--- src/design/l2d_pkg.sv ---
`timescale 1ns / 1ps
// ----------------------------------------------------------------------------
// l2d_pkg
// Shared constants and types of the int8 squared L2 distance engine.
// ----------------------------------------------------------------------------
package l2d_pkg;

   // default sizing, overridable on the top level
   localparam int MAX_DIMENSION_DEF = 4096;
   localparam int LANES_DEF         = 8;

   // fixed field widths
   localparam int ELEM_W    = 8;
   localparam int SQ_W      = 16;
   localparam int ACC_W     = 29;
   localparam int DIST_W    = 28;
   localparam int DIM_REG_W = 13;

   localparam logic [DIM_REG_W-1:0] DIM_RESET = 13'd128;

   // register port
   localparam int CSR_ADDR_W = 3;
   localparam int CSR_DATA_W = 32;
   localparam logic CSR_IDX_DIMENSION = 1'b0;

   // item commands
   localparam logic CMD_LOAD     = 1'b0;
   localparam logic CMD_DATABASE = 1'b1;

   // control that travels with a database item down the pipeline
   typedef struct packed {
      logic valid;
      logic last;
      logic batch_end;
   } stage_ctl_type;

endpackage

--- src/design/l2d_lane.sv ---
`timescale 1ns / 1ps
// ----------------------------------------------------------------------------
// l2d_lane
// One lane: difference of query and database element, squared and registered.
// ----------------------------------------------------------------------------
module l2d_lane (
   input  logic                       clock,
   input  logic                       adv,
   input  logic                       en,
   input  logic [l2d_pkg::ELEM_W-1:0] q_elem,
   input  logic [l2d_pkg::ELEM_W-1:0] d_elem,
   output logic [l2d_pkg::SQ_W-1:0]   sq_ff
);
   import l2d_pkg::*;

   logic signed [ELEM_W:0]     diff;
   logic signed [2*ELEM_W+1:0] prod;
   logic [SQ_W-1:0]            sq_in;

   // nine-bit difference, square fits in sixteen unsigned bits
   always_comb begin
      diff  = $signed({q_elem[ELEM_W-1], q_elem}) - $signed({d_elem[ELEM_W-1], d_elem});
      prod  = diff * diff;
      sq_in = en ? prod[SQ_W-1:0] : '0;
   end

   always_ff @(posedge clock) begin
      if (adv) begin
         sq_ff <= sq_in;
      end
   end

endmodule

--- config.mk ---
export PLATFORM = sky130hd
export DESIGN_NAME = l2d_lane
export DESIGN_NICKNAME = d
export VERILOG_FILES = /design/src/design/l2d_pkg.sv /design/src/design/l2d_lane.sv
export SDC_FILE = /design/constraint.sdc
export NUM_CORES = 1
export LEC_CHECK = 0
export BUFFER_PORTS_ARGS = -buffer_cell sky130_fd_sc_hd__buf_2
export CAP_MARGIN = 10
export CORE_MARGIN = 2
export CORE_UTILIZATION = 45
export DETAILED_ROUTE_END_ITERATION = 12
export PLACE_DENSITY = 0.78
export RECOVER_POWER = 100
export SLEW_MARGIN = 5
export SYNTH_ARGS = -nofsm -noshare
export SYNTH_HDL_FRONTEND = slang
export SYNTH_SLANG_ARGS = --single-unit
--- constraint.sdc ---
create_clock -name clock -period 6.69 [get_ports clock]
set_clock_uncertainty 0.05 [all_clocks]
set_input_delay 1.0035 -clock clock [delete_from_list [all_inputs] [get_ports clock]]
set_output_delay 1.0035 -clock clock [all_outputs]
set_load 0.03 [all_outputs]
After elaboration in Yosys (flattened, before gate mapping) --
Index checks and enable logic that the tools add are counted.
Storage, ports and cells: register bits after elaboration 16, input bits 19, output and inout port bits 16, logic and storage cells 3
Cells by class: multipliers 1, add/sub/neg operators 1
Operator list (count):
- multiplier 9 x 9 -> 16 bit | 1
- subtractor 8 x 8 -> 9 bit | 1

Longest topological paths before layout --
Gate-level depths: netlist (run 1).
depth in word-level cells 2, depth in mapped cells 25, mapped depth without buffers 25

Worst setup path before layout (run 1) --
Ideal clock, no wire load.
path kind input port to flip-flop, from input port q_elem[0] (netlist bit), to register sq_ff[12] (netlist bit) (data pin), arrival 6.358 ns, stages 25, setup time 0.269 ns, buffers on the path 0, setup slack 0.013 ns, data required time 6.371 ns, cell sequence inv_1 -> ha_1 -> fa_1 -> nand2b_1 -> a21oi_2 -> o31ai_4 -> xor2_2 -> inv_2 -> nand2_1 -> inv_1 -> fa_1 -> inv_1 -> fa_1 -> inv_1 -> fa_1 -> fa_1 -> inv_1 -> fa_1 -> inv_1 -> ha_1 -> inv_1 -> o21bai_1 -> and2_1 -> o41ai_1 -> mux2i_1
Between the ends: cells in the longest elaborated chain, start to end 2
Ends and longest elaborated chain:
- start: declaration | line l2d_lane.sv:10 | input logic [l2d_pkg::ELEM_W-1:0] q_elem,
- subtractor 8 x 8 -> 9 bit | line l2d_lane.sv:22 | diff = $signed({q_elem[ELEM_W-1], q_elem}) - $signed({d_elem[ELEM_W-1], d_elem});
- multiplier 9 x 9 -> 16 bit | line l2d_lane.sv:23 | prod = diff * diff;
- end signal: assignment | line l2d_lane.sv:29 | sq_ff <= sq_in;
- end: declaration | line l2d_lane.sv:12 | output logic [l2d_pkg::SQ_W-1:0] sq_ff
Every way passes these cells. A chain may end at the register's enable or synchronous reset.

Worst setup path after layout (run 1) --
from input port q_elem[0] (netlist bit), to register sq_ff[15] (netlist bit) (data pin)
Same word-level chain as after synthesis.

==> impl_metrics.py, run 1 <==
metrics = {
    "setup_path": {
        "crit_family": "adder cells",
        "path_buf_inv": 4,
        "critPathRequiredTime_ns": 6.63,
        "cp_common_cell": "fa_1",
        "crit_path_end_kind": "flip-flop",
        "cpMaxStageDelayCell": "fa_1",
        "crit_arrival_ns": 6.39,
        "crit_chain": "buf_2 > inv_1 > ha_1 > fa_2 > nand2b_1 > a21oi_2 > buf_4 > o31ai_4 > xor2_2 > or3_1 > fa_1 > inv_1 > fa_1 > fa_1 > fa_1 > ha_1 > ha_1 > or3_4 > nor2_1 > o21a_1 > o31ai_1 > nand2_1 > mux2i_1",
        "path_class": "in2reg",
        "slowest_delay_ns": 0.53,
        "crit_path_max_fanout": 4,
        "cp-start-kind": "input port",
    },
    "yosys": {
        "async_flop_share": 0,
        "syn_area_per_cell_um2": 9.69,
        "syn_inst": 340,
        "yosys_warnings": 0,
        "synth-edff-count": 15,
        "ys_ff_latch": 15,
        "synth_seq_area_share": 0.137,
        "syn_area_um2": 3290,
        "synth_cell_type_count": 43,
        "syn_nets": 452,
        "synthFlopType": "edfxtp_1",
    },
    "die": {
        "core-area_um2": 7180,
        "initial_core_util": 0.459,
        "design.die.area_um2": 8020,
        "ios": 35,
        "die_x_um": 89.6,
        "num_rows": 31,
        "die_height_um": 89.6,
    },
    "sta": {
        "hold_viol": 0,
        "rsz0062_at_grt": "false",
        "slew_headroom": 0.480,
        "worstMarginPinSlew_ns": 0.780,
        "hold_ws_ns": 1.22,
        "min_period_ns": 6.44,
        "fmaxAchievable_ghz": 0.155,
        "min_period_over_period": 0.963,
        "slew_violations": 0,
        "setup_violations": 0,
    },
    "global_routing": {
        "grtUsageTotal": 0.168,
        "first_global_vias": 2400,
        "grt_max_degree": 19,
        "antenna_found_initial": 0,
        "grt_first_pass_wirelength_um": 10600,
        "grt_overflow": 0,
    },
    "drt": {
        "drtIter0Drc": 84,
        "dr_total_vias": 2445,
        "drtPass1Iterations": 4,
        "ant_nets": 0,
        "routed_wl_um": 6240,
        "wl_per_cell_um": 12.3,
        "drc_errors": 0,
        "viasPerCell": 4.83,
    },
    "finish": {
        "diodes": 0,
        "final-seq-area_um2": 450,
        "nets": 520,
        "fin_util": 0.542,
        "multiInputGateArea_um2": 2580,
        "top_regs": "sq_ff: 15 flops",
        "largest_reg_flops": 15,
        "syn_to_final_growth_pct": 18.0,
        "final_common_cell": "inv_1",
        "most-common-layout-cells": "inv_1 (68), fa_1 (52), ha_1 (38), buf_4 (34), nor2_1 (29)",
        "final.fill_count": 662,
        "layout-drive-gt1-share": 0.187,
        "top_register": "sq_ff",
    },
    "cts": {
        "cts_tree": "built",
        "clock_sinks": 15,
        "cts.reportedPaths.clkPinSlew_ns": 0.06,
        "cts_made_buffers": 3,
        "root_buffer": "clkbuf_8",
        "htreeDepth": 1,
        "clockBufferDepth": 2,
        "cts_hold_buf": 0,
    },
    "run": {
        "cap_viol_max_count": 0,
    },
    "min_path": {
        "hp-class": "in2reg",
    },
    "run_status": {
        "status": "finished clean",
    },
    "place": {
        "port-buffer-count": 33,
        "place.gp.congestion": 0.891,
        "dp_hpwl_um": 5580,
    },
}
[layout make-up]
class                           instances  area share
Clock inverter                          1     0.00129
Tap cell                               99      0.0319
Timing Repair Buffer                   70       0.108
Inverter                               71      0.0686
Multi-Input combinational cell        247       0.664
Clock buffer                            3      0.0106
Sequential cell                        15       0.116
[synth_stat cells, types with 4 or more instances]
cell type,count,area (µm²)
edfxtp_1,15,450
and2_1,11,68.8
nor3_1,11,55.1
ha_1,39,488
nand2_1,12,45.0
o21bai_1,4,30.0
or3_1,6,37.5
nand2b_1,11,68.8
nor2_1,29,109
fa_1,54,1080
a21oi_1,9,45.0
o21ai_0,4,20.0
nor2b_1,5,31.3
xnor2_1,15,131
xor2_1,4,35.0
inv_1,68,255
[cells by family (layout without fill, tap and decap cells)]
family / count (synthesis) / after routing / share of synthesized area
adders and majority gates: 93 / 93 / 0.476
xor gates and xnor gates: 21 / 21 / 0.0604
DFF: 15 / 15 / 0.137
other: 1 / 1 / 0.00114
and+or+nand+nor: 91 / 91 / 0.138
muxes: 4 / 4 / 0.0133
buffers and inverters: 78 / 145 / 0.0919
AOI/OAI and AO/OA: 37 / 37 / 0.0820
[layer usage]
| metal | vias up | GRT usage | share of wire |
|---|---|---|---|
| li1 | 1201 | - | - |
| met1 | 1192 | 0.216 | 0.43 |
| met2 | 41 | 0.301 | 0.53 |
| met3 | 11 | 0.0157 | 0.022 |
| met4 | 0 | 0.0475 | 0.019 |
| met5 | - | 0 | 0 |
[per-stage QoR]
stage	instances	setup TNS, ns	setup WS (ns)	instance area, µm²
CTS	504	0	0.0261	3860
global placement	500	-0.0881	-0.0604	3810
global route	506	0	0.0144	3890
floorplan	340	0	0.0128	3290
finish	506	0	0.245	3890
detailed placement	500	-0.804	-0.228	3810
[final timing paths]
path | startpoint | end | slack [ns] | cells past startpoint
setup / recovery | q_elem[0] | sq_ff[15] | 0.25 | 23
hold / removal | en | sq_ff[15] | 1.22 | 3
[worst min-delay path: stages]
cell	delay, ns
buf_2	0.19
nand2_1	0.09
mux2i_1	0.06
[timing repair]
item,CTS,global route
buffers inserted,0,2
endpoints found under the setup margin,0,5
resized for setup,0,10
Power of run 1 is not shown: default switching activity piles up to over one toggle a cycle in this logic, so the estimate is an artifact.
==> run 2, diff against run 1 <==
==> constraint.sdc (replaced) <==
create_clock -name clock -period 6.69 [get_ports clock]
set_clock_uncertainty 0.05 [all_clocks]
set_input_delay 0.3345 -clock clock [delete_from_list [all_inputs] [get_ports clock]]
set_output_delay 0.3345 -clock clock [all_outputs]
set_load 0.03 [all_outputs]
==> run 2 against run 1 <==
Fmax grew 2.6%. Setup slack better by 0.16 ns. Worst hold slack worse by 0.69 ns.
==> impl_metrics.py, run 2 (synthesized netlist as in run 1, its figures left out) <==
metrics = {
    "finish": {
        "top_regs": "sq_ff: 15 flops",
        "nets": 491,
        "fin_util": 0.503,
        "layout-drive-gt1-share": 0.0952,
        "syn_to_final_growth_pct": 9.49,
        "largest_reg_flops": 15,
        "top_register": "sq_ff",
        "diodes": 0,
        "final_common_cell": "inv_1",
        "most-common-layout-cells": "inv_1 (68), fa_1 (54), ha_1 (39), nor2_1 (29), clkbuf_1 (20)",
    },
    "run": {
        "cap_viol_max_count": 0,
    },
    "drt": {
        "drc_errors": 0,
        "ant_nets": 0,
        "dr_total_vias": 2335,
        "drtIter0Drc": 127,
        "viasPerCell": 4.90,
        "routed_wl_um": 6030,
        "drtPass1Iterations": 4,
        "wl_per_cell_um": 12.6,
    },
    "sta": {
        "rsz0062_at_grt": "false",
        "min_period_over_period": 0.939,
        "worstMarginPinSlew_ns": 0.754,
        "slew_headroom": 0.497,
        "setup_ws_ns": 0.409,
        "tns_ns": 0,
        "fmaxAchievable_ghz": 0.159,
        "hold_viol": 0,
        "slew_violations": 0,
        "min_period_ns": 6.28,
        "setup_violations": 0,
    },
    "setup_path": {
        "slowest_delay_ns": 0.54,
        "crit_arrival_ns": 6.22,
        "critPathRequiredTime_ns": 6.63,
        "cp-start-kind": "input port",
        "path_class": "in2reg",
        "crit_path_end_kind": "flip-flop",
        "crit_path_max_fanout": 14,
        "crit_chain": "clkbuf_1 > inv_1 > ha_1 > nor2b_1 > o21a_1 > o21ai_0 > a21boi_0 > o21a_1 > or3_1 > fa_1 > inv_1 > fa_1 > inv_1 > fa_1 > inv_1 > fa_1 > ha_1 > ha_1 > a21oi_1 > o21bai_1 > and2_1 > o41ai_1 > mux2i_1",
        "cpMaxStageDelayCell": "fa_1",
    },
    "place": {
        "port-buffer-count": 33,
        "pre_cts_ws_ns": 0.173,
        "place.gp.congestion": 0.849,
        "dp_hpwl_um": 5180,
    },
    "cts": {
        "cts_tree": "built",
        "clock_sinks": 15,
        "cts_hold_buf": 0,
        "cts_made_buffers": 3,
        "cts.reportedPaths.clkPinSlew_ns": 0.06,
        "root_buffer": "clkbuf_8",
        "cts_resized": 0,
        "postCtsSetupRepairBufs": 0,
        "htreeDepth": 1,
        "clockBufferDepth": 2,
    },
    "global_routing": {
        "grtUsageTotal": 0.163,
        "grt_first_pass_wirelength_um": 10400,
        "antenna_found_initial": 0,
        "first_global_vias": 2372,
        "grt_overflow": 0,
        "grt_max_degree": 19,
    },
    "die": {
        "num_rows": 31,
        "core-area_um2": 7180,
        "die_height_um": 89.6,
        "die_x_um": 89.6,
        "design.die.area_um2": 8020,
        "ios": 35,
        "initial_core_util": 0.459,
    },
    "run_status": {
        "status": "finished clean",
    },
    "min_path": {
        "hp-class": "in2reg",
    },
}
## run 2: stage by stage
stage          instances  cell area [µm²]  hold WS, ns
5_1_grt              477             3610        0.570
3_5_place_dp         473             3610        0.712
3_3_place_gp         473             3610        0.704
4_1_cts              477             3650        0.451
6_report             477             3610        0.522
2_1_floorplan        340             3290        0.397
## run 2: layout make-up
cell class | count | area, µm²
clock buffer | 4 | 45.0
timing repair buffer | 41 | 196
tap | 99 | 124
sequential | 15 | 450
inverter | 71 | 267
fill | 685 | 3570
multi-input combinational | 247 | 2520
## run 2: critical path, delay by kind of cell
| kind | cells | cell delay [ns] |
|---|---|---|
| multiplexers | 1 | 0.12 |
| AND/OR/NAND/NOR | 3 | 0.76 |
| adder cells (fa/ha/maj) | 7 | 2.90 |
| AO/OA/AOI/OAI | 7 | 1.75 |
| buffers and inverters | 5 | 0.36 |
## run 2: routing by layer
metal  vias to the layer above  share of wire  track usage
met4                         0          0.011       0.0299
met3                         8          0.040       0.0129
met5                         -              0            0
met1                      1126           0.41        0.213
met2                        54           0.54        0.299
li1                       1147              -            -
## run 2: path summary, 6_finish.rpt
path | from | end | slack (ns) | depth (start not counted)
setup / recovery | d_elem[1] | sq_ff[14] | 0.41 | 23
hold / removal | en | sq_ff[2] | 0.52 | 3
Power of run 2 is left out for the same reason.
==> run 3, diff against run 2 <==
--- a/config.mk
+++ b/config.mk
@@ -7,10 +7,11 @@
 export LEC_CHECK = 0
 export BUFFER_PORTS_ARGS = -buffer_cell sky130_fd_sc_hd__buf_2
 export CAP_MARGIN = 10
+export CORE_ASPECT_RATIO = 0.9
 export CORE_MARGIN = 2
-export CORE_UTILIZATION = 45
+export CORE_UTILIZATION = 55
 export DETAILED_ROUTE_END_ITERATION = 12
-export PLACE_DENSITY = 0.78
+export PLACE_DENSITY = 0.9
 export RECOVER_POWER = 100
 export SLEW_MARGIN = 5
 export SYNTH_ARGS = -nofsm -noshare
==> run 3 against run 2 <==
Via count is 2.4% higher. Setup slack worse by 0.085 ns. Non-clock buffer count did not move. Design area decreased by 0.87%. Critical path depth up 3. Final cell count shrank 6.1%. First-iteration DRC count decreased by 23%. Sequential cell count did not move. Count of clock-buffer cells in the layout is 1 lower. Sequential share of layout area is 0.11 points higher. Routed wire length up 4.1%. Global-route usage up 4.5 points. Largest cell class unchanged.
==> impl_metrics.py, run 3 (synthesized netlist as in run 1, its figures left out) <==
metrics = {
    "run_status": {
        "status": "finished clean",
    },
    "finish": {
        "most-common-layout-cells": "inv_1 (68), fa_1 (54), ha_1 (39), nor2_1 (29), clkbuf_1 (18)",
        "top_regs": "sq_ff: 15 flops",
        "nets": 491,
        "stdcell_count": 448,
        "final_common_cell": "inv_1",
        "largest_reg_flops": 15,
        "layout-drive-gt1-share": 0.101,
        "syn_to_final_growth_pct": 8.55,
        "diodes": 0,
        "top_register": "sq_ff",
    },
    "die": {
        "num_rows": 26,
        "die_height_um": 77.4,
        "initial_core_util": 0.575,
        "core-area_um2": 5730,
        "die_x_um": 85.6,
        "ios": 35,
        "design.die.area_um2": 6630,
    },
    "global_routing": {
        "grt_overflow": 0,
        "grt_max_degree": 19,
        "antenna_found_initial": 0,
        "first_global_vias": 2597,
        "grt_first_pass_wirelength_um": 11300,
        "grtUsageTotal": 0.209,
    },
    "cts": {
        "cts_tree": "built",
        "cts.reportedPaths.clkPinSlew_ns": 0.06,
        "postCtsSetupRepairBufs": 0,
        "clock_sinks": 15,
        "clockBufferDepth": 2,
        "cts_resized": 0,
        "root_buffer": "clkbuf_8",
        "htreeDepth": 1,
        "cts_hold_buf": 0,
        "cts_made_buffers": 3,
    },
    "setup_path": {
        "crit_path_max_fanout": 8,
        "cpMaxStageDelayCell": "fa_1",
        "slowest_delay_ns": 0.55,
        "cp_common_cell": "inv_1",
        "crit_path_end_kind": "flip-flop",
        "cp-start-kind": "input port",
        "crit_arrival_ns": 6.41,
        "path_class": "in2reg",
        "critPathRequiredTime_ns": 6.73,
    },
    "drt": {
        "drtPass1Iterations": 4,
        "ant_nets": 0,
        "viasPerCell": 5.34,
        "drtIter0Drc": 98,
        "drc_errors": 0,
        "dr_total_vias": 2392,
        "routed_wl_um": 6280,
        "wl_per_cell_um": 14.0,
    },
    "place": {
        "dp.cells": 444,
        "port-buffer-count": 33,
        "dp_hpwl_um": 5360,
        "place.gp.congestion": 0.900,
    },
    "sta": {
        "hold_viol": 0,
        "slew_headroom": 0.462,
        "hold_ws_ns": 0.517,
        "min_period_over_period": 0.952,
        "min_period_ns": 6.37,
        "slew_violations": 0,
        "tns_ns": 0,
        "worstMarginPinSlew_ns": 0.807,
        "rsz0062_at_grt": "false",
        "setup_violations": 0,
        "fmaxAchievable_ghz": 0.157,
    },
    "run": {
        "cap_viol_max_count": 0,
    },
    "min_path": {
        "hp-class": "in2reg",
    },
}
[run 3: changes by cell type in the layout (fill, tap and decap cells not counted)]
cell and delta:
buf_4 +1, clkinv_2 +1, clkbuf_1 -2
[run 3: worst paths after layout]
path	start	to	slack, ns	cells past startpoint
worst min-delay path	en	sq_ff[2]	0.52	3
worst max-delay path	q_elem[0]	sq_ff[14]	0.32	26
[run 3: critical path: cells and delay by family]
kind	cells	cell delay, ns
adder cells (fa/ha/maj)	8	3.51
AO/OA/AOI/OAI	4	0.85
multiplexers	1	0.25
buffers and inverters	9	0.57
AND/OR/NAND/NOR	3	0.51
XOR/XNOR	1	0.39
[run 3: per-stage QoR]
| stage | utilization | setup slack [ns] | cell area, µm² |
|---|---|---|---|
| global route | 0.625 | 0.0630 | 3580 |
| finish | 0.625 | 0.324 | 3580 |
| floorplan | - | 0.682 | 3290 |
| global placement | 0.624 | 0.379 | 3570 |
| detailed placement | 0.624 | 0.143 | 3570 |
| CTS | 0.632 | 0.406 | 3620 |
[run 3: layout make-up]
| class | count | area [µm²] |
|---|---|---|
| repair buffers | 41 | 200 |
| inverters | 71 | 267 |
| multi-input cells | 247 | 2520 |
| fillers | 471 | 2150 |
| well taps | 70 | 87.6 |
| flip-flops and latches | 15 | 450 |
| clock inverters | 1 | 5.00 |
| clock buffers | 3 | 41.3 |
[run 3: routing by layer]
metal / GRT usage / vias up / part of all wire
li1: - / 1144 / -
met1: 0.264 / 1183 / 0.42
met2: 0.382 / 53 / 0.53
met3: 0.0255 / 12 / 0.042
met4: 0.0444 / 0 / 0.016
met5: 0 / - / 0
Power of run 3 is left out for the same reason.
