### config.mk
export PLATFORM = sky130hd
export DESIGN_NAME = l2d_merge_flat
export DESIGN_NICKNAME = d
export VERILOG_FILES = /design/src/design/l2d_pkg.sv /design/src/design/l2d_if.sv /design/src/design/l2d_merge.sv /design/src/flat_wrapper.sv
export SDC_FILE = /design/constraint.sdc
export NUM_CORES = 1
export LEC_CHECK = 0
export ABC_CLOCK_PERIOD_IN_PS = 6300
export BUFFER_PORTS_ARGS = -buffer_cell sky130_fd_sc_hd__buf_2
export CAP_MARGIN = 30
export CORE_MARGIN = 1
export CORE_UTILIZATION = 50
export DETAILED_ROUTE_END_ITERATION = 10
export HOLD_SLACK_MARGIN = 0.03
export PLACE_DENSITY = 0.86
export SYNTH_ARGS = -nofsm -noshare
export SYNTH_HDL_FRONTEND = slang
export SYNTH_SLANG_ARGS = --single-unit
### constraint.sdc
create_clock -name clock -period 6.3 [get_ports clock]
set_clock_uncertainty 0.15 [all_clocks]
set_input_delay 0.63 -clock clock [delete_from_list [all_inputs] [get_ports clock]]
set_output_delay 0.63 -clock clock [all_outputs]
set_load 0.02 [all_outputs]
### src/design/l2d_pkg.sv
`timescale 1ns / 1ps
// ----------------------------------------------------------------------------
// l2d_pkg
// Shared constants and types of the int8 squared L2 distance engine.
// ----------------------------------------------------------------------------
package l2d_pkg;

   // default sizing, overridable on the top level
   localparam int MAX_DIMENSION_DEF = 4096;
   localparam int LANES_DEF         = 8;

   // fixed field widths
   localparam int ELEM_W    = 8;
   localparam int SQ_W      = 16;
   localparam int ACC_W     = 29;
   localparam int DIST_W    = 28;
   localparam int DIM_REG_W = 13;

   localparam logic [DIM_REG_W-1:0] DIM_RESET = 13'd128;

   // register port
   localparam int CSR_ADDR_W = 3;
   localparam int CSR_DATA_W = 32;
   localparam logic CSR_IDX_DIMENSION = 1'b0;

   // item commands
   localparam logic CMD_LOAD     = 1'b0;
   localparam logic CMD_DATABASE = 1'b1;

   // control that travels with a database item down the pipeline
   typedef struct packed {
      logic valid;
      logic last;
      logic batch_end;
   } stage_ctl_type;

endpackage

### src/design/l2d_if.sv


interface l2d_rsp_if;
   import l2d_pkg::*;

   logic              valid;
   logic              ready;
   logic [DIST_W-1:0] distance;
   logic              batch_done;

   modport source (output valid, distance, batch_done, input ready);
   modport sink   (input valid, distance, batch_done, output ready);
endinterface

### src/design/l2d_merge.sv
`timescale 1ns / 1ps
// ----------------------------------------------------------------------------
// l2d_merge
// Sums the lane squares, accumulates per vector and holds the result item.
// ----------------------------------------------------------------------------
module l2d_merge #(
   parameter int LANES = l2d_pkg::LANES_DEF
) (
   input  logic                                    clock,
   input  logic                                    reset,
   input  logic                                    adv,
   input  logic                                    clear,
   input  l2d_pkg::stage_ctl_type                  ctl2,
   input  logic [LANES-1:0][l2d_pkg::SQ_W-1:0]     sq,
   l2d_rsp_if.source                               rsp
);
   import l2d_pkg::*;

   localparam int SUM_W = SQ_W + $clog2(LANES + 1);

   logic [SUM_W-1:0]  sum_in;
   logic [SUM_W-1:0]  sum_ff;
   stage_ctl_type     ctl3_ff;
   logic [ACC_W-1:0]  acc_ff;
   logic [ACC_W-1:0]  acc_sum;
   logic              out_valid_ff;
   logic [DIST_W-1:0] out_dist_ff;
   logic              out_done_ff;

   // sum of the lane squares
   always_comb begin
      sum_in = '0;
      for (int k = 0; k < LANES; k++) begin
         sum_in = sum_in + SUM_W'(sq[k]);
      end
   end

   always_ff @(posedge clock) begin
      if (adv) begin
         sum_ff <= sum_in;
      end
   end

   always_ff @(posedge clock) begin
      if (reset) begin
         ctl3_ff <= '0;
      end else if (adv) begin
         ctl3_ff <= ctl2;
      end
   end

   assign acc_sum = acc_ff + ACC_W'(sum_ff);

   // accumulator, cleared at the end of each vector and on a dimension write
   always_ff @(posedge clock) begin
      if (reset || clear) begin
         acc_ff <= '0;
      end else if (adv && ctl3_ff.valid) begin
         acc_ff <= ctl3_ff.last ? '0 : acc_sum;
      end
   end

   // result register
   always_ff @(posedge clock) begin
      if (reset) begin
         out_valid_ff <= 1'b0;
      end else if (adv) begin
         out_valid_ff <= ctl3_ff.valid && ctl3_ff.last;
      end
   end

   always_ff @(posedge clock) begin
      if (adv) begin
         out_dist_ff <= acc_sum[DIST_W-1:0];
         out_done_ff <= ctl3_ff.batch_end;
      end
   end

   assign rsp.valid      = out_valid_ff;
   assign rsp.distance   = out_dist_ff;
   assign rsp.batch_done = out_done_ff;

endmodule

### src/flat_wrapper.sv
// flat-port wrapper written by rule: the top's interface ports become plain ports
module l2d_merge_flat import l2d_pkg::*;
#(
   parameter int LANES = l2d_pkg::LANES_DEF
)
  (clock, reset, adv, clear, ctl2, sq, rsp_valid, rsp_distance, rsp_batch_done, rsp_ready);
  l2d_rsp_if rsp_i ();
  input  logic clock;
  input  logic reset;
  input  logic adv;
  input  logic clear;
  input  l2d_pkg::stage_ctl_type ctl2;
  input  logic [LANES-1:0][l2d_pkg::SQ_W-1:0] sq;
  output wire logic [$bits(rsp_i.valid)-1:0] rsp_valid;
  output wire logic [$bits(rsp_i.distance)-1:0] rsp_distance;
  output wire logic [$bits(rsp_i.batch_done)-1:0] rsp_batch_done;
  input wire logic [$bits(rsp_i.ready)-1:0] rsp_ready;
  assign rsp_valid = rsp_i.valid;
  assign rsp_distance = rsp_i.distance;
  assign rsp_batch_done = rsp_i.batch_done;
  assign rsp_i.ready = rsp_ready;
  l2d_merge #(.LANES(LANES)) u_core (.clock(clock), .reset(reset), .adv(adv), .clear(clear), .ctl2(ctl2), .sq(sq), .rsp(rsp_i));
endmodule
# Yosys cells after proc, flatten, opt, wreduce, memory -nomap -nowiden
# Cells that the tools add are included.
[op_classes]
n_mux = 1
addsub = 8
n_reduce_logical = 3
[op_table]
columns = ["operator", "n"]
rows = [
  ["$add 20x16->20", 6],
  ["$add 29x20->29", 1],
  ["$mux 29", 1],
  ["$add 16x16->17", 1],
  ["$logic_and 1x1->1", 2],
  ["$logic_or 1x1->1", 1],
]
[totals]
output_inout_bits = 30
register_bits = 82
inputBits = 136

# Depth between registers and ports, before layout
# Gate-level depths: netlist of the first run.
[logic_depth]
ltp_word = 7
depth_mapped = 25

# Worst setup path after synthesis of the first run
# No wires, ideal clock.
[synth_timing]
kind = "input to register"
from = "in sq[0] (netlist bit)"
to = "reg u_core.sum_ff[15], data pin"
t_required_ns = 5.885
setup_ns = 0.265
path_slack_ns = 0.167
n_path_buf = 0
t_arrival_ns = 5.717
stages = 24
path_cell_list = "ha_1 -> inv_1 -> fa_1 -> nor2b_1 -> o21a_1 -> o21a_1 -> o2111ai_1 -> nand2_1 -> a21o_1 -> a211oi_1 -> nor3_1 -> fa_1 -> inv_1 -> fa_1 -> fa_1 -> fa_1 -> inv_1 -> ha_1 -> or2_2 -> a21oi_1 -> a21oi_1 -> a21oi_1 -> nor3_1 -> or3_1"
[synth_between]
elab_chain_cells = 7
[synth_rtl]
columns = ["element", "line", "text"]
rows = [
  ["start: declaration", "flat_wrapper.sv:13", "input logic [LANES-1:0][l2d_pkg::SQ_W-1:0] sq;"],
  ["$add 16x16->17", "l2d_merge.sv:34", "sum_in = sum_in + SUM_W'(sq[k]);"],
  ["$add 20x16->20 (6 in a row)", "l2d_merge.sv:34", ""],
  ["net u_core.sum_in[15]", "l2d_merge.sv:21", "logic [SUM_W-1:0] sum_in;"],
  ["end signal: assignment", "l2d_merge.sv:40", "sum_ff <= sum_in;"],
  ["end: declaration", "l2d_merge.sv:22", "logic [SUM_W-1:0] sum_ff;"],
]
# The timed path passes the listed nets, and every way through them passes these cells.
# A chain may end at the register's enable or synchronous reset.

# Worst setup path after layout of the first run
# Ends and elaborated chain as after synthesis.

==> results.sh, run 1 <==
export IMPL_status="completed"
export IMPL_layout_drive_gt1_share_pct=25.6
export IMPL_cts_sinks=81
export IMPL_drt_iter0_drc=312
export IMPL_power_leakage_nw=4.29
export IMPL_crit_path_frequent_cell="fa_1"
export IMPL_ys_flop_type="edfxtp_1"
export IMPL_hp_class="reg2reg"
export IMPL_start_kind="input port"
export IMPL_ys_ff_latch=81
export IMPL_htreeDepth=3
export IMPL_yosys_cell_count_top_type="inv_1"
export IMPL_netlist_area_um2=7200
export IMPL_grt_max_degree=58
export IMPL_syn_nets=988
export IMPL_gp_congestion=0.935
export IMPL_critPathKind="in2reg"
export IMPL_grt_pass1_vias=5662
export IMPL_dieArea_um2=14900
export IMPL_rows=43
export IMPL_cp_end_kind="register"
export IMPL_muxShareOfSynthArea_pct=0.417
export IMPL_clock_path_buffers=2
export IMPL_yosys_area_top_type_share_pct=22.2
export IMPL_antenna_found_initial=0
export IMPL_diodes=0
export IMPL_cp_startpoint="sq[0]"
export IMPL_crit_end="u_core.sum_ff[15]"
export IMPL_fin_setup_tns_ns=0
export IMPL_drt_wl_total_um=14700
export IMPL_placed_cells=1072
export IMPL_path_max_fanout=3
export IMPL_port_buffer_count=164
export IMPL_pin_count=166
export IMPL_synth_top_family_by_area="adder cells"
export IMPL_setup_ws_ns=0.171
export IMPL_worstPathArrival_ns=6.06
export IMPL_vias=5748
export IMPL_synth_edff_count=49
export IMPL_synth_fa_ha_area_share_pct=32.5
export IMPL_hold_buffers=0
export IMPL_synth_simple_area_share_pct=9.00
export IMPL_ys_top_cells_by_area="fa_1 (22%), edfxtp_1 (20%), ha_1 (10%), dfxtp_1 (8.9%), inv_1 (6.6%)"
export IMPL_r2r_start="u_core.sum_ff[0]"
export IMPL_min_period_ns=6.13
export IMPL_design_core_area_um2=14000
export IMPL_die_x_um=122
export IMPL_clockRootBuffer="clkbuf_16"
export IMPL_reg2reg_depth=10
export IMPL_ir_worst_vdd_v=0.000298
export IMPL_cts_tree="done"
export IMPL_setup_viol=0
export IMPL_vias_per_cell=5.27
export IMPL_cts_inserted_buffers=9
export IMPL_synthCells=713
export IMPL_rsz0062_at_grt="yes"
export IMPL_fmax_mhz=163
export IMPL_synth_seq_area_share_pct=29.3
export IMPL_ys_types=57
export IMPL_layout_area_overhead_vs_synth_pct=21.9
export IMPL_drv_slew=0
export IMPL_reg2reg_slack_ns=2.94
export IMPL_grt_ovfl_total=0
export IMPL_worst_pin_slew_ns=0.680
export IMPL_dr_pass1_iters=5
export IMPL_initial_core_util_pct=51.5
export IMPL_postSynthAreaPerCell_um2=10.1
export IMPL_slew_headroom_pct=54.7
export IMPL_clk_pin_slew_ns=0.06
export IMPL_p_per_area_nw_per_um2=522
export IMPL_synth_compound_area_share_pct=15.6
export IMPL_synth_xor_area_share_pct=5.84
export IMPL_worstSkewPairLatency_ns=0.34
export IMPL_cp_slowest_cell="fa_1"
export IMPL_track_usage_pct=20.6
export IMPL_critPathMaxStageDelay_ns=0.51
export IMPL_hold_viol_final=0
export IMPL_hpwlAfterDp_um=12000
export IMPL_yosys_area_top_type="fa_1"
export IMPL_power_total_mw=4.58
export IMPL_regToRegEndpoint="u_core.rsp.distance[24]"
export IMPL_detail_route_wl_per_cell_um=13.5
export IMPL_grt_pass1_wl_um=24200
export IMPL_drc=0
export IMPL_layout_cells_non_filler=1090
export IMPL_max_cap_viol_count=0
export IMPL_die_y_um=122
export IMPL_synth_common_cells="inv_1 (127), fa_1 (80), ha_1 (59)"
export IMPL_async_flop_share_pct=0
export IMPL_postLayoutCoreUtil_pct=62.7
export IMPL_nets=1180
export IMPL_ys_warn_count=0
export IMPL_required_ns=6.23
export IMPL_dp_slack_ns=-0.333
export IMPL_final_antenna_net_count=0
export IMPL_min_period_over_period_pct=97.3
-- repair_timing --
action,CTS,global route
endpoints found under the setup margin,0,8
resized for setup,0,15
buffers inserted,0,2
-- worst min path at each step --
stage	start	endpoint	slack (ns)	cells past startpoint
2_1_floorplan	u_core.ctl3_ff[0]	u_core.rsp.batch_done	0.26	0
3_3_place_gp	u_core.ctl3_ff[0]	u_core.rsp.batch_done	0.26	0
3_5_place_dp	u_core.ctl3_ff[0]	u_core.rsp.batch_done	0.28	0
4_1_cts	u_core.ctl3_ff[0]	u_core.rsp.batch_done	0.29	0
5_1_grt	u_core.ctl3_ff[0]	u_core.rsp.batch_done	0.30	0
6_report	u_core.ctl3_ff[0]	u_core.rsp.batch_done	0.29	0
-- final cells by class --
type                    instances  area, µm²
fillers                      1167       5210
clock inverters                 4       26.3
inverters                     127        477
multi-input cells             492       4620
clock buffers                  12        268
repair buffers                194       1050
well taps                     180        225
flip-flops and latches         81       2110
-- flip-flops by register name, indices dropped and copies added (netlist names) --
signal / cells
u_core.ctl3_ff: 3
u_core.rsp.valid: 1
u_core.rsp.batch_done: 1
u_core.sum_ff: 20
u_core.acc_ff: 28
u_core.rsp.distance: 28
-- cells by family (layout without fill, tap and decap cells) --
kind of cell             after synthesis  after routing
adder cells (fa/ha/maj)              139            139
flip-flops                            81             81
multiplexers                           3              3
buffers and inverters                140            337
XOR/XNOR                              48             48
AO/OA/AOI/OAI                        168            168
AND/OR/NAND/NOR                      134            134
-- worst max-delay path, delay by kind of cell --
family                   cells  cell delay (ns)
AO/OA/AOI/OAI               10             1.76
AND/OR/NAND/NOR              3             0.53
XOR/XNOR                     1             0.17
adder cells (fa/ha/maj)      7             2.70
buffers and inverters        4             0.26
-- layout by cell type (no fill, tap or decap), types with 7 or more instances in the layout --
master,instances
a22oi_1,9
fa_1,79
edfxtp_1,49
nand2_1,32
nor3_1,10
xor2_1,14
a22o_1,10
a21o_1,17
nor2b_1,7
inv_1,127
o21ai_0,22
buf_2,164
a21oi_1,47
xnor2_1,34
ha_1,58
nor2_1,40
buf_4,30
dfxtp_1,32
clkbuf_16,10
o21a_1,9
o21bai_1,9
nand3_1,10
-- stage by stage --
step | hold slack, ns | instance area (µm²)
after floorplan | 0.258 | 7200
after global placement | 0.263 | 8410
after detailed placement | 0.282 | 8410
after CTS | 0.292 | 8710
after global routing | 0.302 | 8780
final | 0.285 | 8780
-- layer usage --
layer	up-vias	share of wire (%)	global-route usage (%)	wire (µm)
met1	2721	40	24.2	5940
li1	2812	-	-	-
met3	15	5.6	2.86	827
met2	200	53	38.3	7750
met4	0	1.3	6.56	194
met5	-	0	0	0
-- report_power, final --
part | switching (mW) | leakage (nW) | internal, mW
clock | 0.205 | 0.144 | 0.301
sequential | 0.0366 | 0.744 | 0.851
combinational | 1.64 | 3.40 | 1.55
total | 1.88 | 4.29 | 2.71
No activity file was read; power rests on OpenSTA's default activity.
==> run 2: changes to the inputs <==
Settings changed: CORE_UTILIZATION 50 to 35, PLACE_DENSITY 0.86 to 0.66.
==> results.sh, run 2 (synthesis gave the netlist of run 1 again) <==
export IMPL_final_cell_mix="buf_2 (164), inv_1 (127), fa_1 (80)"
export IMPL_worstSkewPairLatency_ns=0.33
export IMPL_path_max_fanout=3
export IMPL_min_period_ns=6.05
export IMPL_p_per_area_nw_per_um2=530
export IMPL_hpwlAfterDp_um=11800
export IMPL_die_x_um=145
export IMPL_pin_count=166
export IMPL_max_cap_viol_count=0
export IMPL_postLayoutCoreUtil_pct=44.3
export IMPL_vias_per_cell=4.68
export IMPL_final_antenna_net_count=0
export IMPL_clock_path_buffers=2
export IMPL_rows=52
export IMPL_detail_route_wl_per_cell_um=12.0
export IMPL_dieArea_um2=21100
export IMPL_clk_pin_slew_ns=0.06
export IMPL_initial_core_util_pct=35.7
export IMPL_design_core_area_um2=20200
export IMPL_gp_congestion=0.883
export IMPL_layout_commonest_cell="buf_2"
export IMPL_clockRootBuffer="clkbuf_16"
export IMPL_grt_pass1_wl_um=23300
export IMPL_layout_cells_non_filler=1178
export IMPL_antenna_found_initial=0
export IMPL_cts_setup_buffers=0
export IMPL_hold_buffers=0
export IMPL_vias=5508
export IMPL_grt_pass1_vias=5224
export IMPL_postCtsResizedCells=0
export IMPL_cts_sinks=81
export IMPL_slew_headroom_pct=38.7
export IMPL_placed_cells=1163
export IMPL_highest_layer="met4"
export IMPL_start_kind="input port"
export IMPL_wirelength_met1_um=6690
export IMPL_power_total_mw=4.74
export IMPL_wl_met3_um=690
export IMPL_ir_worst_vdd_v=0.000290
export IMPL_grt_max_degree=58
export IMPL_cts_inserted_buffers=9
export IMPL_critPathMaxStageDelay_ns=0.52
export IMPL_fmax_mhz=165
export IMPL_cts_tree="done"
export IMPL_drc=0
export IMPL_min_period_over_period_pct=96.1
export IMPL_die_y_um=145
export IMPL_setup_viol=0
export IMPL_num_fill_cells=1968
export IMPL_placed_area_um2=8540
export IMPL_critPathKind="in2reg"
export IMPL_drv_slew=0
export IMPL_htreeDepth=3
export IMPL_status="completed"
export IMPL_nets=1179
export IMPL_hp_class="reg2reg"
export IMPL_required_ns=6.22
export IMPL_layout_drive_gt1_share_pct=25.7
export IMPL_dp_slack_ns=-0.265
export IMPL_hold_viol_final=0
export IMPL_drt_wl_total_um=14100
export IMPL_drt_iter0_drc=182
export IMPL_grt_ovfl_total=0
export IMPL_cp_end_kind="register"
export IMPL_worst_pin_slew_ns=0.919
export IMPL_diodes=0
export IMPL_dr_pass1_iters=4
export IMPL_port_buffer_count=164
export IMPL_worstPathArrival_ns=5.97
export IMPL_power_leakage_nw=4.29
export IMPL_wl_met2_um=6610
export IMPL_crit_path_frequent_cell="fa_1"
export IMPL_layout_area_overhead_vs_synth_pct=24.0
export IMPL_track_usage_pct=13.3
export IMPL_cp_slowest_cell="fa_1"
export IMPL_setup_ws_ns=0.247
export IMPL_stdcell_area_um2=8930
==> run 2: area by class of cell <==
class	instances	area, µm²	share of cell area [%]
Multi-Input combinational cell	492	4650	52.1
Sequential cell	81	2110	23.7
Timing Repair Buffer	193	1040	11.6
Inverter	127	477	5.34
Tap cell	270	338	3.78
Clock buffer	13	282	3.15
Clock inverter	2	35.0	0.392
==> run 2: power breakdown <==
part,switching [mW],internal (mW),leakage [nW],total [mW]
combinational,1.69,1.62,3.39,3.30
sequential,0.0391,0.852,0.744,0.891
clock,0.195,0.350,0.157,0.544
total,1.92,2.82,4.29,4.74
==> run 2: layer usage <==
layer | global-route usage [%] | vias to the layer above
met5 | 0 | -
met4 | 2.95 | 0
met3 | 2.88 | 11
met2 | 22.3 | 129
met1 | 17.6 | 2570
li1 | - | 2798
==> run 2: worst paths after layout <==
| check | from | cells after the start | end | slack, ns |
|---|---|---|---|---|
| setup reg to reg | u_core.sum_ff[0] | 10 | u_core.rsp.distance[24] | 2.94 |
| setup / recovery | sq[0] | 25 | u_core.sum_ff[15] | 0.25 |
| hold / removal | u_core.ctl3_ff[0] | 0 | u_core.rsp.batch_done | 0.29 |
| hold reg to reg | u_core.ctl3_ff[0] | 0 | u_core.rsp.batch_done | 0.29 |
==> run 2: per-stage QoR <==
| step | hold WS [ns] | TNS (ns) |
|---|---|---|
| after global placement | 0.261 | -0.687 |
| after floorplan | 0.258 | 0 |
| after detailed placement | 0.280 | -1.24 |
| final | 0.287 | 0 |
| after global routing | 0.312 | -0.0190 |
| after CTS | 0.296 | 0 |
==> run 2: worst max-delay path, delay by kind of cell <==
| kind | cells | cell delay (ns) |
|---|---|---|
| AOI/OAI and AO/OA | 10 | 1.64 |
| xor gates and xnor gates | 1 | 0.16 |
| and+or+nand+nor | 3 | 0.52 |
| adders and majority gates | 7 | 2.75 |
| buffers and inverters | 4 | 0.27 |
==> run 3: changes to the inputs <==
Settings changed: CORE_UTILIZATION 35 to 50, CTS_BUF_LIST set to sky130_fd_sc_hd__clkbuf_16, PLACE_DENSITY 0.66 to 0.86.
==> results.sh, run 3 (synthesis gave the netlist of run 1 again) <==
export IMPL_setup_viol=0
export IMPL_vias_per_cell=5.26
export IMPL_combinationalPowerShare_pct=69.8
export IMPL_critPathKind="in2reg"
export IMPL_slew_headroom_pct=54.7
export IMPL_final_antenna_net_count=0
export IMPL_cp_end_kind="register"
export IMPL_power_leakage_nw=4.28
export IMPL_hold_buffers=0
export IMPL_cts_sinks=81
export IMPL_fmax_mhz=163
export IMPL_drv_slew=0
export IMPL_track_usage_pct=20.6
export IMPL_cts_tree="done"
export IMPL_hold_worst_slack_ns=0.286
export IMPL_clock_path_buffers=2
export IMPL_drt_iter0_drc=311
export IMPL_worstSkewPairLatency_ns=0.34
export IMPL_status="completed"
export IMPL_postLayoutCoreUtil_pct=62.7
export IMPL_layout_area_overhead_vs_synth_pct=21.8
export IMPL_die_x_um=122
export IMPL_pin_count=166
export IMPL_power_total_mw=4.57
export IMPL_worstPathArrival_ns=6.07
export IMPL_design_core_area_um2=14000
export IMPL_cts_inserted_buffers=9
export IMPL_hpwlAfterDp_um=12000
export IMPL_drt_wl_total_um=14700
export IMPL_clk_pin_slew_ns=0.06
export IMPL_required_ns=6.23
export IMPL_ir_worst_vdd_v=0.000299
export IMPL_drc=0
export IMPL_min_period_over_period_pct=97.4
export IMPL_p_switching_mw=1.87
export IMPL_grt_ovfl_total=0
export IMPL_p_per_area_nw_per_um2=521
export IMPL_p_int_mw=2.69
export IMPL_hold_viol_final=0
export IMPL_path_max_fanout=3
export IMPL_layout_drive_gt1_share_pct=25.5
export IMPL_layout_commonest_cell="buf_2"
export IMPL_initial_core_util_pct=51.5
export IMPL_clockPowerShare_pct=10.7
export IMPL_p_sw_share_pct=41.0
export IMPL_fin_setup_tns_ns=0
export IMPL_dieArea_um2=14900
export IMPL_hp_class="reg2reg"
export IMPL_antenna_found_initial=0
export IMPL_clockRootBuffer="clkbuf_16"
export IMPL_nets=1180
export IMPL_rsz0062_at_grt="yes"
export IMPL_port_buffer_count=164
export IMPL_grt_max_degree=58
export IMPL_htreeDepth=3
export IMPL_grt_pass1_vias=5667
export IMPL_final_cell_mix="buf_2 (164), inv_1 (128), fa_1 (79)"
export IMPL_max_cap_viol_count=0
export IMPL_min_period_ns=6.14
export IMPL_worst_pin_slew_ns=0.680
export IMPL_die_y_um=122
export IMPL_placed_area_um2=8410
export IMPL_detail_route_wl_per_cell_um=13.4
export IMPL_vias=5738
export IMPL_start_kind="input port"
export IMPL_gp_congestion=0.935
export IMPL_p_seq_share_pct=19.4
export IMPL_grt_pass1_wl_um=24200
export IMPL_rows=43
export IMPL_stdcell_area_um2=8770
export IMPL_dr_pass1_iters=4
export IMPL_diodes=0
==> run 3: cell types whose count changed in the layout (fill, tap and decap cells not counted), sizes merged <==
| cell | change |
|---|---|
| clkbuf | -3 |
| bufinv | -1 |
| buf | +1 |
| clkinv | +3 |
| clkinvlp | +1 |
| inv | +1 |
==> run 3: per-layer routing <==
layer / global-route usage [%] / part of all wire [%]
met1: 24.1 / 41
met4: 6.56 / 1.3
met3: 2.86 / 5.5
met5: 0 / 0
met2: 38.4 / 53
==> run 3: layout make-up <==
type	instances	area, µm²
Clock inverter	6	33.8
Multi-Input combinational cell	492	4620
Inverter	127	477
Clock buffer	10	250
Timing Repair Buffer	194	1050
Fill cell	1170	5220
Sequential cell	81	2110
Tap cell	180	225
==> run 3: final timing paths <==
path	start	end	slack, ns	depth (start not counted)
hold / removal	u_core.ctl3_ff[0]	u_core.rsp.batch_done	0.29	0
hold reg to reg	u_core.ctl3_ff[0]	u_core.rsp.batch_done	0.29	0
setup reg to reg	u_core.sum_ff[0]	u_core.rsp.distance[24]	2.93	10
setup / recovery	sq[0]	u_core.sum_ff[15]	0.16	25
==> run 3: worst max-delay path, stage by stage <==
cell and delay [ns]:
buf_2 0.10, ha_2 0.18, inv_1 0.07, fa_2 0.22
nor2b_2 0.05, o21a_1 0.21, o21a_1 0.24, o2111ai_2 0.23
nand2_1 0.13, xor2_1 0.17, fa_1 0.48, inv_1 0.05
fa_1 0.50, fa_1 0.51, fa_1 0.51, inv_1 0.04
ha_1 0.30, o21a_1 0.14, o21ai_0 0.10, a21oi_1 0.16
o31ai_2 0.11, a21oi_1 0.25, a21oi_2 0.12, o211a_1 0.21
or3_1 0.35
==> run 3: through the flow <==
step / cells / setup WS (ns)
2_1_floorplan: 713 / 0.167
3_3_place_gp: 1072 / -0.135
3_5_place_dp: 1072 / -0.333
4_1_cts: 1088 / 0.0199
5_1_grt: 1090 / -0.0901
6_report: 1090 / 0.162
==> run 3: power groups by stage <==
stage	sequential [mW]	combinational (mW)	clock (mW)
6_report	0.888	3.19	0.491
5_1_grt	0.899	3.59	0.519
4_1_cts	0.890	3.13	0.498
3_5_place_dp	0.900	3.12	0
3_3_place_gp	0.898	3.00	0
2_1_floorplan	0.945	2.18	0
==> run 3: repair_timing <==
item,CTS,global route
hold endpoints to repair,0,0
buffers inserted,0,2
endpoints found under the setup margin,0,8
gates resized for setup,0,15
